[src/design/rkt_pkg.sv]
// shared types, constants and helpers of the rssi kalman tracker
`timescale 1ns / 1ps
package rkt_pkg;

  localparam int unsigned AGENT_COUNT = 16;

  localparam logic [1:0] SLOT_FOLLOWER = 2'd0;
  localparam logic [1:0] SLOT_LEADER   = 2'd1;
  localparam logic [1:0] SLOT_BASE     = 2'd2;
  localparam logic [1:0] SLOT_RAW      = 2'd3;

  localparam logic OP_PEER = 1'b0;
  localparam logic OP_BASE = 1'b1;

  localparam logic [2:0] CFG_FOLLOWER_ID  = 3'd0;
  localparam logic [2:0] CFG_LEADER_ID    = 3'd1;
  localparam logic [2:0] CFG_SPEED_GAIN   = 3'd2;
  localparam logic [2:0] CFG_PROCESS_NOISE = 3'd3;
  localparam logic [2:0] CFG_MEASURE_NOISE = 3'd4;
  localparam logic [2:0] CFG_COOLDOWN     = 3'd5;

  typedef struct packed {
    logic [1:0]         slot;
    logic               raw_ok;
    logic [7:0]         rssi;
    logic signed [15:0] speed;
    logic [31:0]        now;
  } item_t;

  typedef struct packed {
    logic signed [15:0] speed_gain;
    logic [31:0]        process_noise;
    logic [31:0]        measure_noise;
    logic [15:0]        cooldown;
  } filt_cfg_t;

  typedef struct packed {
    logic [1:0]         slot;
    logic               updated;
    logic signed [23:0] estimate;
    logic [31:0]        covariance;
    logic [31:0]        stamp;
  } result_t;

  function automatic logic signed [23:0] sat24(input logic signed [31:0] x);
    logic signed [23:0] r;
    if (x > 32'sd8388607) begin
      r = 24'sh7fffff;
    end else if (x < -32'sd8388608) begin
      r = 24'sh800000;
    end else begin
      r = x[23:0];
    end
    return r;
  endfunction

endpackage

[src/design/rkt_front.sv]
// front end: accepts reports, picks the slot, queues them for the filter engine
`timescale 1ns / 1ps
module rkt_front (
  input  logic              clk_i,
  input  logic              rst_ni,
  input  logic              in_valid_i,
  output logic              in_ready_o,
  input  logic              operation_i,
  input  logic [3:0]        source_id_i,
  input  logic [7:0]        rssi_value_i,
  input  logic signed [15:0] speed_i,
  input  logic [31:0]       now_tick_i,
  input  logic [3:0]        follower_id_i,
  input  logic [3:0]        leader_id_i,
  output logic              q_valid_o,
  input  logic              q_pop_i,
  output rkt_pkg::item_t    q_item_o
);

  rkt_pkg::item_t entry_q [2];
  logic [1:0] count_q, count_d;
  logic wr_ptr_q, rd_ptr_q;
  logic push;
  rkt_pkg::item_t cls;

  always_comb begin
    cls.rssi   = rssi_value_i;
    cls.speed  = speed_i;
    cls.now    = now_tick_i;
    cls.raw_ok = ({1'b0, source_id_i} < 5'(rkt_pkg::AGENT_COUNT));
    if (operation_i == rkt_pkg::OP_BASE) begin
      cls.slot = rkt_pkg::SLOT_BASE;
    end else if (source_id_i == follower_id_i) begin
      cls.slot = rkt_pkg::SLOT_FOLLOWER;
    end else if (source_id_i == leader_id_i) begin
      cls.slot = rkt_pkg::SLOT_LEADER;
    end else begin
      cls.slot = rkt_pkg::SLOT_RAW;
    end
  end

  assign in_ready_o = (count_q != 2'd2);
  assign push       = in_valid_i && in_ready_o;
  assign q_valid_o  = (count_q != 2'd0);
  assign q_item_o   = entry_q[rd_ptr_q];

  always_comb begin
    count_d = count_q;
    if (push && !q_pop_i) begin
      count_d = count_q + 2'd1;
    end else if (!push && q_pop_i) begin
      count_d = count_q - 2'd1;
    end
  end

  always_ff @(posedge clk_i or negedge rst_ni) begin
    if (!rst_ni) begin
      count_q  <= 2'd0;
      wr_ptr_q <= 1'b0;
      rd_ptr_q <= 1'b0;
    end else begin
      count_q <= count_d;
      if (push) begin
        wr_ptr_q <= ~wr_ptr_q;
      end
      if (q_pop_i) begin
        rd_ptr_q <= ~rd_ptr_q;
      end
    end
  end

  always_ff @(posedge clk_i) begin
    if (push) begin
      entry_q[wr_ptr_q] <= cls;
    end
  end

  a_count_max: assert property (@(posedge clk_i) disable iff (!rst_ni)
    count_q != 2'd3) else $error("queue count out of range");
  a_no_empty_pop: assert property (@(posedge clk_i) disable iff (!rst_ni)
    q_pop_i |-> count_q != 2'd0) else $error("pop from empty queue");
  a_ptr_track: assert property (@(posedge clk_i) disable iff (!rst_ni)
    (count_q == 2'd0 || count_q == 2'd2) |-> wr_ptr_q == rd_ptr_q)
    else $error("queue pointers disagree with count");

endmodule

[src/design/rkt_div.sv]
// restoring divider for the kalman gain, one quotient bit per cycle
`timescale 1ns / 1ps
module rkt_div (
  input  logic        clk_i,
  input  logic        rst_ni,
  input  logic        start_i,
  input  logic [31:0] pcov_i,
  input  logic [32:0] den_i,
  output logic        done_o,
  output logic [16:0] gain_o
);

  logic [32:0] rem_q;
  logic [32:0] den_q;
  logic [16:0] quo_q;
  logic [4:0]  cnt_q;
  logic        busy_q, done_q;
  logic [33:0] rem2;
  logic        fits;

  assign rem2 = {rem_q, 1'b0};
  assign fits = (rem2 >= {1'b0, den_q});
  assign done_o = done_q;
  assign gain_o = quo_q;

  always_ff @(posedge clk_i or negedge rst_ni) begin
    if (!rst_ni) begin
      busy_q <= 1'b0;
      done_q <= 1'b0;
      cnt_q  <= 5'd0;
    end else begin
      done_q <= 1'b0;
      if (start_i) begin
        if (den_i == 33'd0) begin
          done_q <= 1'b1;
        end else begin
          busy_q <= 1'b1;
          cnt_q  <= 5'd16;
        end
      end else if (busy_q) begin
        cnt_q <= cnt_q - 5'd1;
        if (cnt_q == 5'd1) begin
          busy_q <= 1'b0;
          done_q <= 1'b1;
        end
      end
    end
  end

  always_ff @(posedge clk_i) begin
    if (start_i) begin
      den_q <= den_i;
      if (den_i == 33'd0) begin
        quo_q <= 17'd0;
        rem_q <= 33'd0;
      end else if ({1'b0, pcov_i} >= den_i) begin
        quo_q <= 17'd1;
        rem_q <= {1'b0, pcov_i} - den_i;
      end else begin
        quo_q <= 17'd0;
        rem_q <= {1'b0, pcov_i};
      end
    end else if (busy_q) begin
      quo_q <= {quo_q[15:0], fits};
      rem_q <= fits ? 33'(rem2 - {1'b0, den_q}) : rem2[32:0];
    end
  end

endmodule

[src/design/rkt_back.sv]
// back end: runs the three scalar filters and holds the result register
`timescale 1ns / 1ps
module rkt_back (
  input  logic               clk_i,
  input  logic               rst_ni,
  input  logic               q_valid_i,
  output logic               q_pop_o,
  input  rkt_pkg::item_t     q_item_i,
  input  rkt_pkg::filt_cfg_t cfg_i,
  output logic               out_valid_o,
  input  logic               out_ready_i,
  output rkt_pkg::result_t   out_res_o
);

  localparam logic [3:0] S_IDLE  = 4'd0;
  localparam logic [3:0] S_CLS   = 4'd1;
  localparam logic [3:0] S_MULS  = 4'd2;
  localparam logic [3:0] S_PRED  = 4'd3;
  localparam logic [3:0] S_DIVGO = 4'd4;
  localparam logic [3:0] S_DIVW  = 4'd5;
  localparam logic [3:0] S_MULE  = 4'd6;
  localparam logic [3:0] S_MULC  = 4'd7;
  localparam logic [3:0] S_FIN   = 4'd8;
  localparam logic [3:0] S_OUT   = 4'd9;

  logic [3:0] state_q, state_d;

  logic signed [23:0] est_q [3];
  logic [31:0]        cov_q [3];
  logic [31:0]        stp_q [3];

  rkt_pkg::item_t   it_q;
  rkt_pkg::result_t res_q, res_d;
  rkt_pkg::result_t out_q;
  logic             out_valid_q;

  logic signed [31:0] sprod_q;
  logic signed [23:0] pred_q;
  logic [31:0]        pcov_q;
  logic [16:0]        gain_q;
  logic signed [43:0] eprod_q;
  logic [48:0]        cprod_q;

  logic [1:0]         idx;
  logic signed [23:0] cur_est;
  logic [31:0]        cur_cov, cur_stp, elapsed;
  logic signed [23:0] z;
  logic signed [31:0] spd_term, pred_sum;
  logic [32:0]        pcov_sum;
  logic [31:0]        pcov;
  logic signed [25:0] innov;
  logic signed [27:0] corr;
  logic signed [31:0] new_est_sum;
  logic [32:0]        cov_drop;
  logic               div_done;
  logic [16:0]        div_gain;
  logic               out_free;
  logic               wr_state;

  assign idx      = (it_q.slot == rkt_pkg::SLOT_RAW) ? rkt_pkg::SLOT_FOLLOWER : it_q.slot;
  assign cur_est  = est_q[idx];
  assign cur_cov  = cov_q[idx];
  assign cur_stp  = stp_q[idx];
  assign elapsed  = it_q.now - cur_stp;
  assign z        = {8'd0, it_q.rssi, 8'd0};
  assign out_free = !out_valid_q || out_ready_i;
  assign q_pop_o  = (state_q == S_IDLE) && q_valid_i;

  // prediction: rounded speed term, saturating add, covariance growth
  assign spd_term = 32'((sprod_q + 32'sd2048) >>> 12);
  assign pred_sum = 32'(cur_est) + spd_term;
  assign pcov_sum = {1'b0, cur_cov} + {1'b0, cfg_i.process_noise};
  assign pcov     = pcov_sum[32] ? 32'hffff_ffff : pcov_sum[31:0];

  // correction
  assign innov       = 26'(z) - 26'(pred_q);
  assign corr        = 28'((eprod_q + 44'sd32768) >>> 16);
  assign new_est_sum = 32'(pred_q) + 32'(corr);
  assign cov_drop    = 33'((cprod_q + 49'd32768) >> 16);

  rkt_div u_div (
    .clk_i  (clk_i),
    .rst_ni (rst_ni),
    .start_i(state_q == S_DIVGO),
    .pcov_i (pcov_q),
    .den_i  ({1'b0, pcov_q} + {1'b0, cfg_i.measure_noise}),
    .done_o (div_done),
    .gain_o (div_gain)
  );

  always_comb begin
    state_d  = state_q;
    res_d    = res_q;
    wr_state = 1'b0;
    case (state_q)
      S_IDLE: begin
        if (q_valid_i) begin
          state_d = S_CLS;
        end
      end
      S_CLS: begin
        res_d.slot = it_q.slot;
        state_d    = S_OUT;
        if (it_q.slot == rkt_pkg::SLOT_RAW) begin
          res_d.updated    = it_q.raw_ok;
          res_d.estimate   = it_q.raw_ok ? z : 24'sd0;
          res_d.covariance = 32'd0;
          res_d.stamp      = it_q.raw_ok ? it_q.now : 32'd0;
        end else if (cur_est == 24'sd0) begin
          // empty filter takes the measurement as it is
          wr_state         = 1'b1;
          res_d.updated    = 1'b1;
          res_d.estimate   = z;
          res_d.covariance = cfg_i.measure_noise;
          res_d.stamp      = it_q.now;
        end else if (elapsed > {16'd0, cfg_i.cooldown}) begin
          state_d = S_MULS;
        end else begin
          res_d.updated    = 1'b0;
          res_d.estimate   = cur_est;
          res_d.covariance = cur_cov;
          res_d.stamp      = cur_stp;
        end
      end
      S_MULS:  state_d = S_PRED;
      S_PRED:  state_d = S_DIVGO;
      S_DIVGO: state_d = S_DIVW;
      S_DIVW: begin
        if (div_done) begin
          state_d = S_MULE;
        end
      end
      S_MULE:  state_d = S_MULC;
      S_MULC:  state_d = S_FIN;
      S_FIN: begin
        wr_state         = 1'b1;
        res_d.updated    = 1'b1;
        res_d.estimate   = rkt_pkg::sat24(new_est_sum);
        res_d.covariance = 32'(33'(pcov_q) - cov_drop);
        res_d.stamp      = it_q.now;
        state_d          = S_OUT;
      end
      S_OUT: begin
        if (out_free) begin
          state_d = S_IDLE;
        end
      end
      default: state_d = S_IDLE;
    endcase
  end

  always_ff @(posedge clk_i or negedge rst_ni) begin
    if (!rst_ni) begin
      state_q     <= S_IDLE;
      out_valid_q <= 1'b0;
      for (int i = 0; i < 3; i++) begin
        est_q[i] <= 24'sd0;
        cov_q[i] <= 32'd0;
        stp_q[i] <= 32'd0;
      end
    end else begin
      state_q <= state_d;
      if (state_q == S_OUT && out_free) begin
        out_valid_q <= 1'b1;
      end else if (out_ready_i) begin
        out_valid_q <= 1'b0;
      end
      if (wr_state) begin
        est_q[idx] <= res_d.estimate;
        cov_q[idx] <= res_d.covariance;
        stp_q[idx] <= res_d.stamp;
      end
    end
  end

  always_ff @(posedge clk_i) begin
    res_q <= res_d;
    if (q_pop_o) begin
      it_q <= q_item_i;
    end
    if (state_q == S_MULS) begin
      sprod_q <= 32'(cfg_i.speed_gain) * 32'(it_q.speed);
    end
    if (state_q == S_PRED) begin
      pred_q <= rkt_pkg::sat24(pred_sum);
      pcov_q <= pcov;
    end
    if (div_done) begin
      gain_q <= div_gain;
    end
    if (state_q == S_MULE) begin
      eprod_q <= 44'($signed({1'b0, gain_q}) * innov);
    end
    if (state_q == S_MULC) begin
      cprod_q <= 49'(gain_q) * 49'(pcov_q);
    end
    if (state_q == S_OUT && out_free) begin
      out_q <= res_q;
    end
  end

  assign out_valid_o = out_valid_q;
  assign out_res_o   = out_q;

endmodule

[src/design/rssi_kalman_tracker_top.sv]
// top level of the rssi kalman tracker: config registers, front end and filter engine
`timescale 1ns / 1ps
// Takes one rssi report per beat and answers each with exactly one result beat, in
// order. Base link reports feed the base filter; peer reports from the follower id
// feed the follower filter (it wins when follower and leader ids match), from the
// leader id the leader filter, and all others come back as raw values stamped with
// their tick. A filter update walks a sequencer through the speed product, the
// prediction, a 17-step restoring divider for the gain and two correction products
// before it writes the filter state and offers its result; raw reports, first
// reports and cooldown skips go from the classify state straight to the output
// state. The engine takes the next report only once it has handed its result to
// the result register, and the divider sets the update time. A two-entry queue in
// front lets reports arrive while the engine works, and a result register lets the
// engine finish while the sink stalls. Config writes are taken at once and must
// only happen while the block is idle.
module rssi_kalman_tracker_top (
  input  logic               clk_i,
  input  logic               rst_ni,
  input  logic               cfg_we_i,
  input  logic [2:0]         cfg_idx_i,
  input  logic [31:0]        cfg_wdata_i,
  input  logic               in_valid_i,
  output logic               in_ready_o,
  input  logic               operation_i,
  input  logic [3:0]         source_id_i,
  input  logic [7:0]         rssi_value_i,
  input  logic signed [15:0] speed_i,
  input  logic [31:0]        now_tick_i,
  output logic               out_valid_o,
  input  logic               out_ready_i,
  output logic [1:0]         slot_o,
  output logic               updated_o,
  output logic signed [23:0] estimate_o,
  output logic [31:0]        covariance_o,
  output logic [31:0]        stamp_o
);

  logic [3:0]         follower_id_q, leader_id_q;
  rkt_pkg::filt_cfg_t fcfg_q;
  logic               q_valid, q_pop;
  rkt_pkg::item_t     q_item;
  rkt_pkg::result_t   res;

  // configuration registers
  always_ff @(posedge clk_i or negedge rst_ni) begin
    if (!rst_ni) begin
      follower_id_q        <= 4'd0;
      leader_id_q          <= 4'd1;
      fcfg_q.speed_gain    <= 16'sd0;
      fcfg_q.process_noise <= 32'd65536;
      fcfg_q.measure_noise <= 32'd65536;
      fcfg_q.cooldown      <= 16'd10;
    end else if (cfg_we_i) begin
      case (cfg_idx_i)
        rkt_pkg::CFG_FOLLOWER_ID:   follower_id_q        <= cfg_wdata_i[3:0];
        rkt_pkg::CFG_LEADER_ID:     leader_id_q          <= cfg_wdata_i[3:0];
        rkt_pkg::CFG_SPEED_GAIN:    fcfg_q.speed_gain    <= cfg_wdata_i[15:0];
        rkt_pkg::CFG_PROCESS_NOISE: fcfg_q.process_noise <= cfg_wdata_i;
        rkt_pkg::CFG_MEASURE_NOISE: fcfg_q.measure_noise <= cfg_wdata_i;
        rkt_pkg::CFG_COOLDOWN:      fcfg_q.cooldown      <= cfg_wdata_i[15:0];
        default: ;
      endcase
    end
  end

  // accept and route
  rkt_front u_front (
    .clk_i        (clk_i),
    .rst_ni       (rst_ni),
    .in_valid_i   (in_valid_i),
    .in_ready_o   (in_ready_o),
    .operation_i  (operation_i),
    .source_id_i  (source_id_i),
    .rssi_value_i (rssi_value_i),
    .speed_i      (speed_i),
    .now_tick_i   (now_tick_i),
    .follower_id_i(follower_id_q),
    .leader_id_i  (leader_id_q),
    .q_valid_o    (q_valid),
    .q_pop_i      (q_pop),
    .q_item_o     (q_item)
  );

  // filter engine with result register
  rkt_back u_back (
    .clk_i      (clk_i),
    .rst_ni     (rst_ni),
    .q_valid_i  (q_valid),
    .q_pop_o    (q_pop),
    .q_item_i   (q_item),
    .cfg_i      (fcfg_q),
    .out_valid_o(out_valid_o),
    .out_ready_i(out_ready_i),
    .out_res_o  (res)
  );

  assign slot_o       = res.slot;
  assign updated_o    = res.updated;
  assign estimate_o   = res.estimate;
  assign covariance_o = res.covariance;
  assign stamp_o      = res.stamp;

endmodule
[config.mk]
export PLATFORM = sky130hd
export DESIGN_NAME = rssi_kalman_tracker_top
export DESIGN_NICKNAME = d
export VERILOG_FILES = /design/src/design/rkt_pkg.sv /design/src/design/rkt_front.sv /design/src/design/rkt_div.sv /design/src/design/rkt_back.sv /design/src/design/rssi_kalman_tracker_top.sv
export SDC_FILE = /design/constraint.sdc
export NUM_CORES = 2
export LEC_CHECK = 0
export ABC_CLOCK_PERIOD_IN_PS = 16830
export BUFFER_PORTS_ARGS = -buffer_cell sky130_fd_sc_hd__buf_4
export CORE_UTILIZATION = 55
export DETAILED_ROUTE_END_ITERATION = 10
export PLACE_DENSITY = 0.83
export RECOVER_POWER = 100
export SKIP_LAST_GASP = 1
export SLEW_MARGIN = 25
export SYNTH_ARGS = -nofsm -noshare
export SYNTH_HDL_FRONTEND = slang
export SYNTH_SLANG_ARGS = --single-unit
[constraint.sdc]
create_clock -name clk_i -period 16.83 [get_ports clk_i]
set_clock_uncertainty 0.1 [all_clocks]
set_input_delay 0.8415 -clock clk_i [delete_from_list [all_inputs] [get_ports clk_i]]
set_output_delay 0.8415 -clock clk_i [all_outputs]
set_load 0.05 [all_outputs]
==> results by group <==
Route
  – Detailed-route via count: 69800
  – DRC: 0
  – Final ANT Viol Nets: 0
  – Via density: 6.011
  – TritonRoute pass-1 iters: 7
  – Final wirelength: 259600 um
  – Routed length per placed instance: 22.35 um
  – Initial DRC Count: 6698

Outcome
  – Outcome: finished with violations
  – Failing checks: capacitance limit, slew limit

GRT
  – GRT Overall Usage: 31.13%
  – First-pass GRT wire length: 408600 um
  – Vias in the first global route: 73290
  – Met3 Use GR: 7.030%
  – Initial antenna violation count: 10
  – Busiest grt layer: met2
  – GR Overflow Total: 0
  – Met1 GRT Util: 39.16%
  – Largest net degree at the start of global routing: 105
  – Met2 Usage GRT: 50.74%

CTS
  – Clock sink count: 978
  – Clock latency on the worst-skew pair: 0.78 ns
  – Clock transition at path regs: 0.07 ns
  – CTS max path bufs: 3
  – # resized after CTS: 0
  – CTS Buf Count: 105
  – # H-tree levels: 3
  – Root buf cell: clkbuf_16
  – Postcts setup bufs: 0
  – CTS tree: built
  – CTS Hold Bufs: 0

STA
  – Actual slew at the worst max-slew pin: 5.894 ns
  – RSZ-0062 raised after global routing: false
  – Setup violators final: 0
  – Fin Setup TNS: 0 ns
  – Fin. max-slew vios: 1792
  – Crit path time final: 13.36 ns
  – Slew headroom: -292.9%
  – Hold Fails Final Rpt: 0
  – Tcrit/Tclk final: 79.35%
  – Max Freq: 74.88 MHz

Synth
  – Synthesized area per cell: 9.867 um^2
  – Ys Warns: 0
  – Post-synthesis sequential area ratio: 28.89%
  – Post-synth EDFFs: 506
  – FF+latch count, synth: 978
  – Syn Inst Count: 9323
  – Netlist cell types: 101
  – Mapped Area: 91990 um^2
  – Leading post-synthesis cells by cell area: fa_1, edfxtp_1, dfrtp_1
  – Post-synth ARST share: 39.26%
  – Post-Syn Nets: 11130
  – Top-area cell type share of the netlist area: 24.57%
  – Synth area leader: fa_1
  – Top_reg_cell synth: edfxtp_1

Layout
  – Final #Nets: 11130
  – Commonest cells after routing, fill and taps aside: inv_1, nand2_1, fa_1, ha_1, edfxtp_1
  – Layout Utilization: 59.59%
  – Multi-input logic area: 58710 um^2
  – Area delta synth->final: 7.248%
  – # fillers: 13350
  – Commonest non-fill, non-tap cell in the layout: inv_1
  – Layout cells sized above 1: 6.327%
  – Fin cells: 11610
  – Register area: 26570 um^2

Critical path
  – Worst-path fanout max: 39
  – Worst EP arrival: 13.88 ns
  – CP Capture Type: flip-flop
  – Critical Path RT: 17.36 ns
  – Crit Path Class: reg2reg
  – Startpoint Class: flip-flop

Placed design
  – PortBufs: 193
  – Cells after DPL: 11410
  – RD Place Congestion: 0.9672
  – Hpwl dp: 186100 um

Floorplanning
  – Io pins: 194
  – Floorplan core area: 165500 um^2
  – Die Wd: 411.0 um
  – Initial core utilization: 55.57%
  – # rows: 149
  – Height of the die: 411.0 um
  – Die Area: 168900 um^2

Job
  – Maxcap violations: 38

Worst hold path
  – Hold/Removal Path Class: in2reg
==> registers in the layout, summed over array words and instances, names as in the netlist, 21 cells and up <==
name / cells
u_front.entry_q: 116
fcfg_q: 96
u_back.cov_q: 96
u_back.stp_q: 96
u_back.out_res_o: 91
u_back.res_q: 91
u_back.est_q: 72
u_back.it_q: 58
u_back.cprod_q: 33
u_back.u_div.den_q: 33
u_back.u_div.rem_q: 33
u_back.pcov_q: 32
u_back.eprod_q: 28
u_back.pred_q: 24
u_back.sprod_q: 21
==> layout make-up <==
cell class	instances	area share, %
clock buffer	122	2.782
antenna	3	0.007609
tap	2189	2.776
multi-input combinational	6547	59.50
timing repair buffer	321	1.887
inverter	1374	5.228
sequential	978	26.93
clock inverter	78	0.8814
==> critical path: stages (launching register included) <==
cell	delay [ns]
edfxtp_1	0.56
inv_1	0.12
ha_1	0.35
clkbuf_1	2.45
clkbuf_1	1.86
mux2i_1	0.21
nor2_1	0.18
a21oi_1	0.09
ha_1	0.51
and4_1	0.29
nand2_1	0.10
a2111oi_0	1.20
o2111ai_1	0.20
o211a_1	0.26
xor2_1	0.55
and4_2	0.34
clkbuf_1	2.10
o21ai_4	-0.09
clkbuf_1	1.03
a221o_1	0.71
==> cell families (layout without fill, tap and decap cells) <==
family,after synthesis,in the layout,synth area share [%]
other,0,3,0
AOI/OAI and AO/OA,1466,1466,10.36
and+or+nand+nor,2659,2659,13.39
DFF,978,978,28.89
buffers and inverters,1798,1895,7.430
muxes,331,331,3.859
adders and majority gates,1708,1708,32.43
xor gates and xnor gates,383,383,3.647
==> cells in the mapped netlist (11+ instances only) <==
cell type / count
inv_1: 1372
nand2_1: 1253
fa_1: 1129
ha_1: 575
edfxtp_1: 506
and2_1: 444
nor2_1: 442
a21oi_1: 412
dfrtp_1: 379
clkbuf_1: 364
o21ai_0: 340
xnor2_1: 231
mux2_2: 189
xor2_1: 152
mux2i_1: 142
a21o_1: 131
nand3_1: 111
dfxtp_1: 88
nor3_1: 76
a31oi_1: 74
nand2b_1: 71
o21a_1: 62
and3_1: 52
nand4_1: 52
nor2b_1: 41
a211oi_1: 38
a221o_1: 38
o22ai_1: 36
a22oi_1: 35
o21bai_1: 34
a222oi_1: 32
buf_2: 26
o211ai_1: 26
o2bb2ai_1: 26
buf_1: 21
nor4_1: 21
or3_1: 20
or2_2: 16
a221oi_1: 14
and4_1: 14
o31ai_1: 14
a41oi_1: 12
a211o_1: 11
==> per-stage QoR <==
step	area, um^2	setup slack [ns]	hold slack (ns)
6_report	98660	3.475	0.1730
5_1_grt	98660	3.162	0.1595
4_1_cts	99360	6.359	0.04323
3_5_place_dp	95750	6.405	0.3045
3_3_place_gp	95700	6.637	0.3036
2_1_floorplan	91990	7.820	0.3003
==> worst paths after layout <==
path                                              start               endpoint  slack [ns]  cells past startpoint
min in group asynchronous                        rst_ni       u_back.stp_q[20]        2.16                      1
worst min register to register  u_back.u_div.gain_o[16]      u_back.gain_q[16]        0.32                      0
max in group asynchronous                        rst_ni       follower_id_q[3]        5.82                      4
worst max-delay path                    u_back.it_q[57]       u_back.res_q[16]        3.47                     19
worst max register to register          u_back.it_q[57]       u_back.res_q[16]        3.47                     19
worst min-delay path                      now_tick_i[5]  u_front.entry_q[0][5]        0.17                      1
==> routing by layer <==
layer	routed length, um	vias to the layer above	share of wire (%)
met5	68	-	0.026
li1	-	30560	-
met3	26430	790	10
met4	14090	10	5.4
met2	121600	3693	47
met1	97440	34740	38
Power is left out: the tool's default activity adds up to more than one toggle a clock period on the data nets, which glitch-free logic cannot reach.
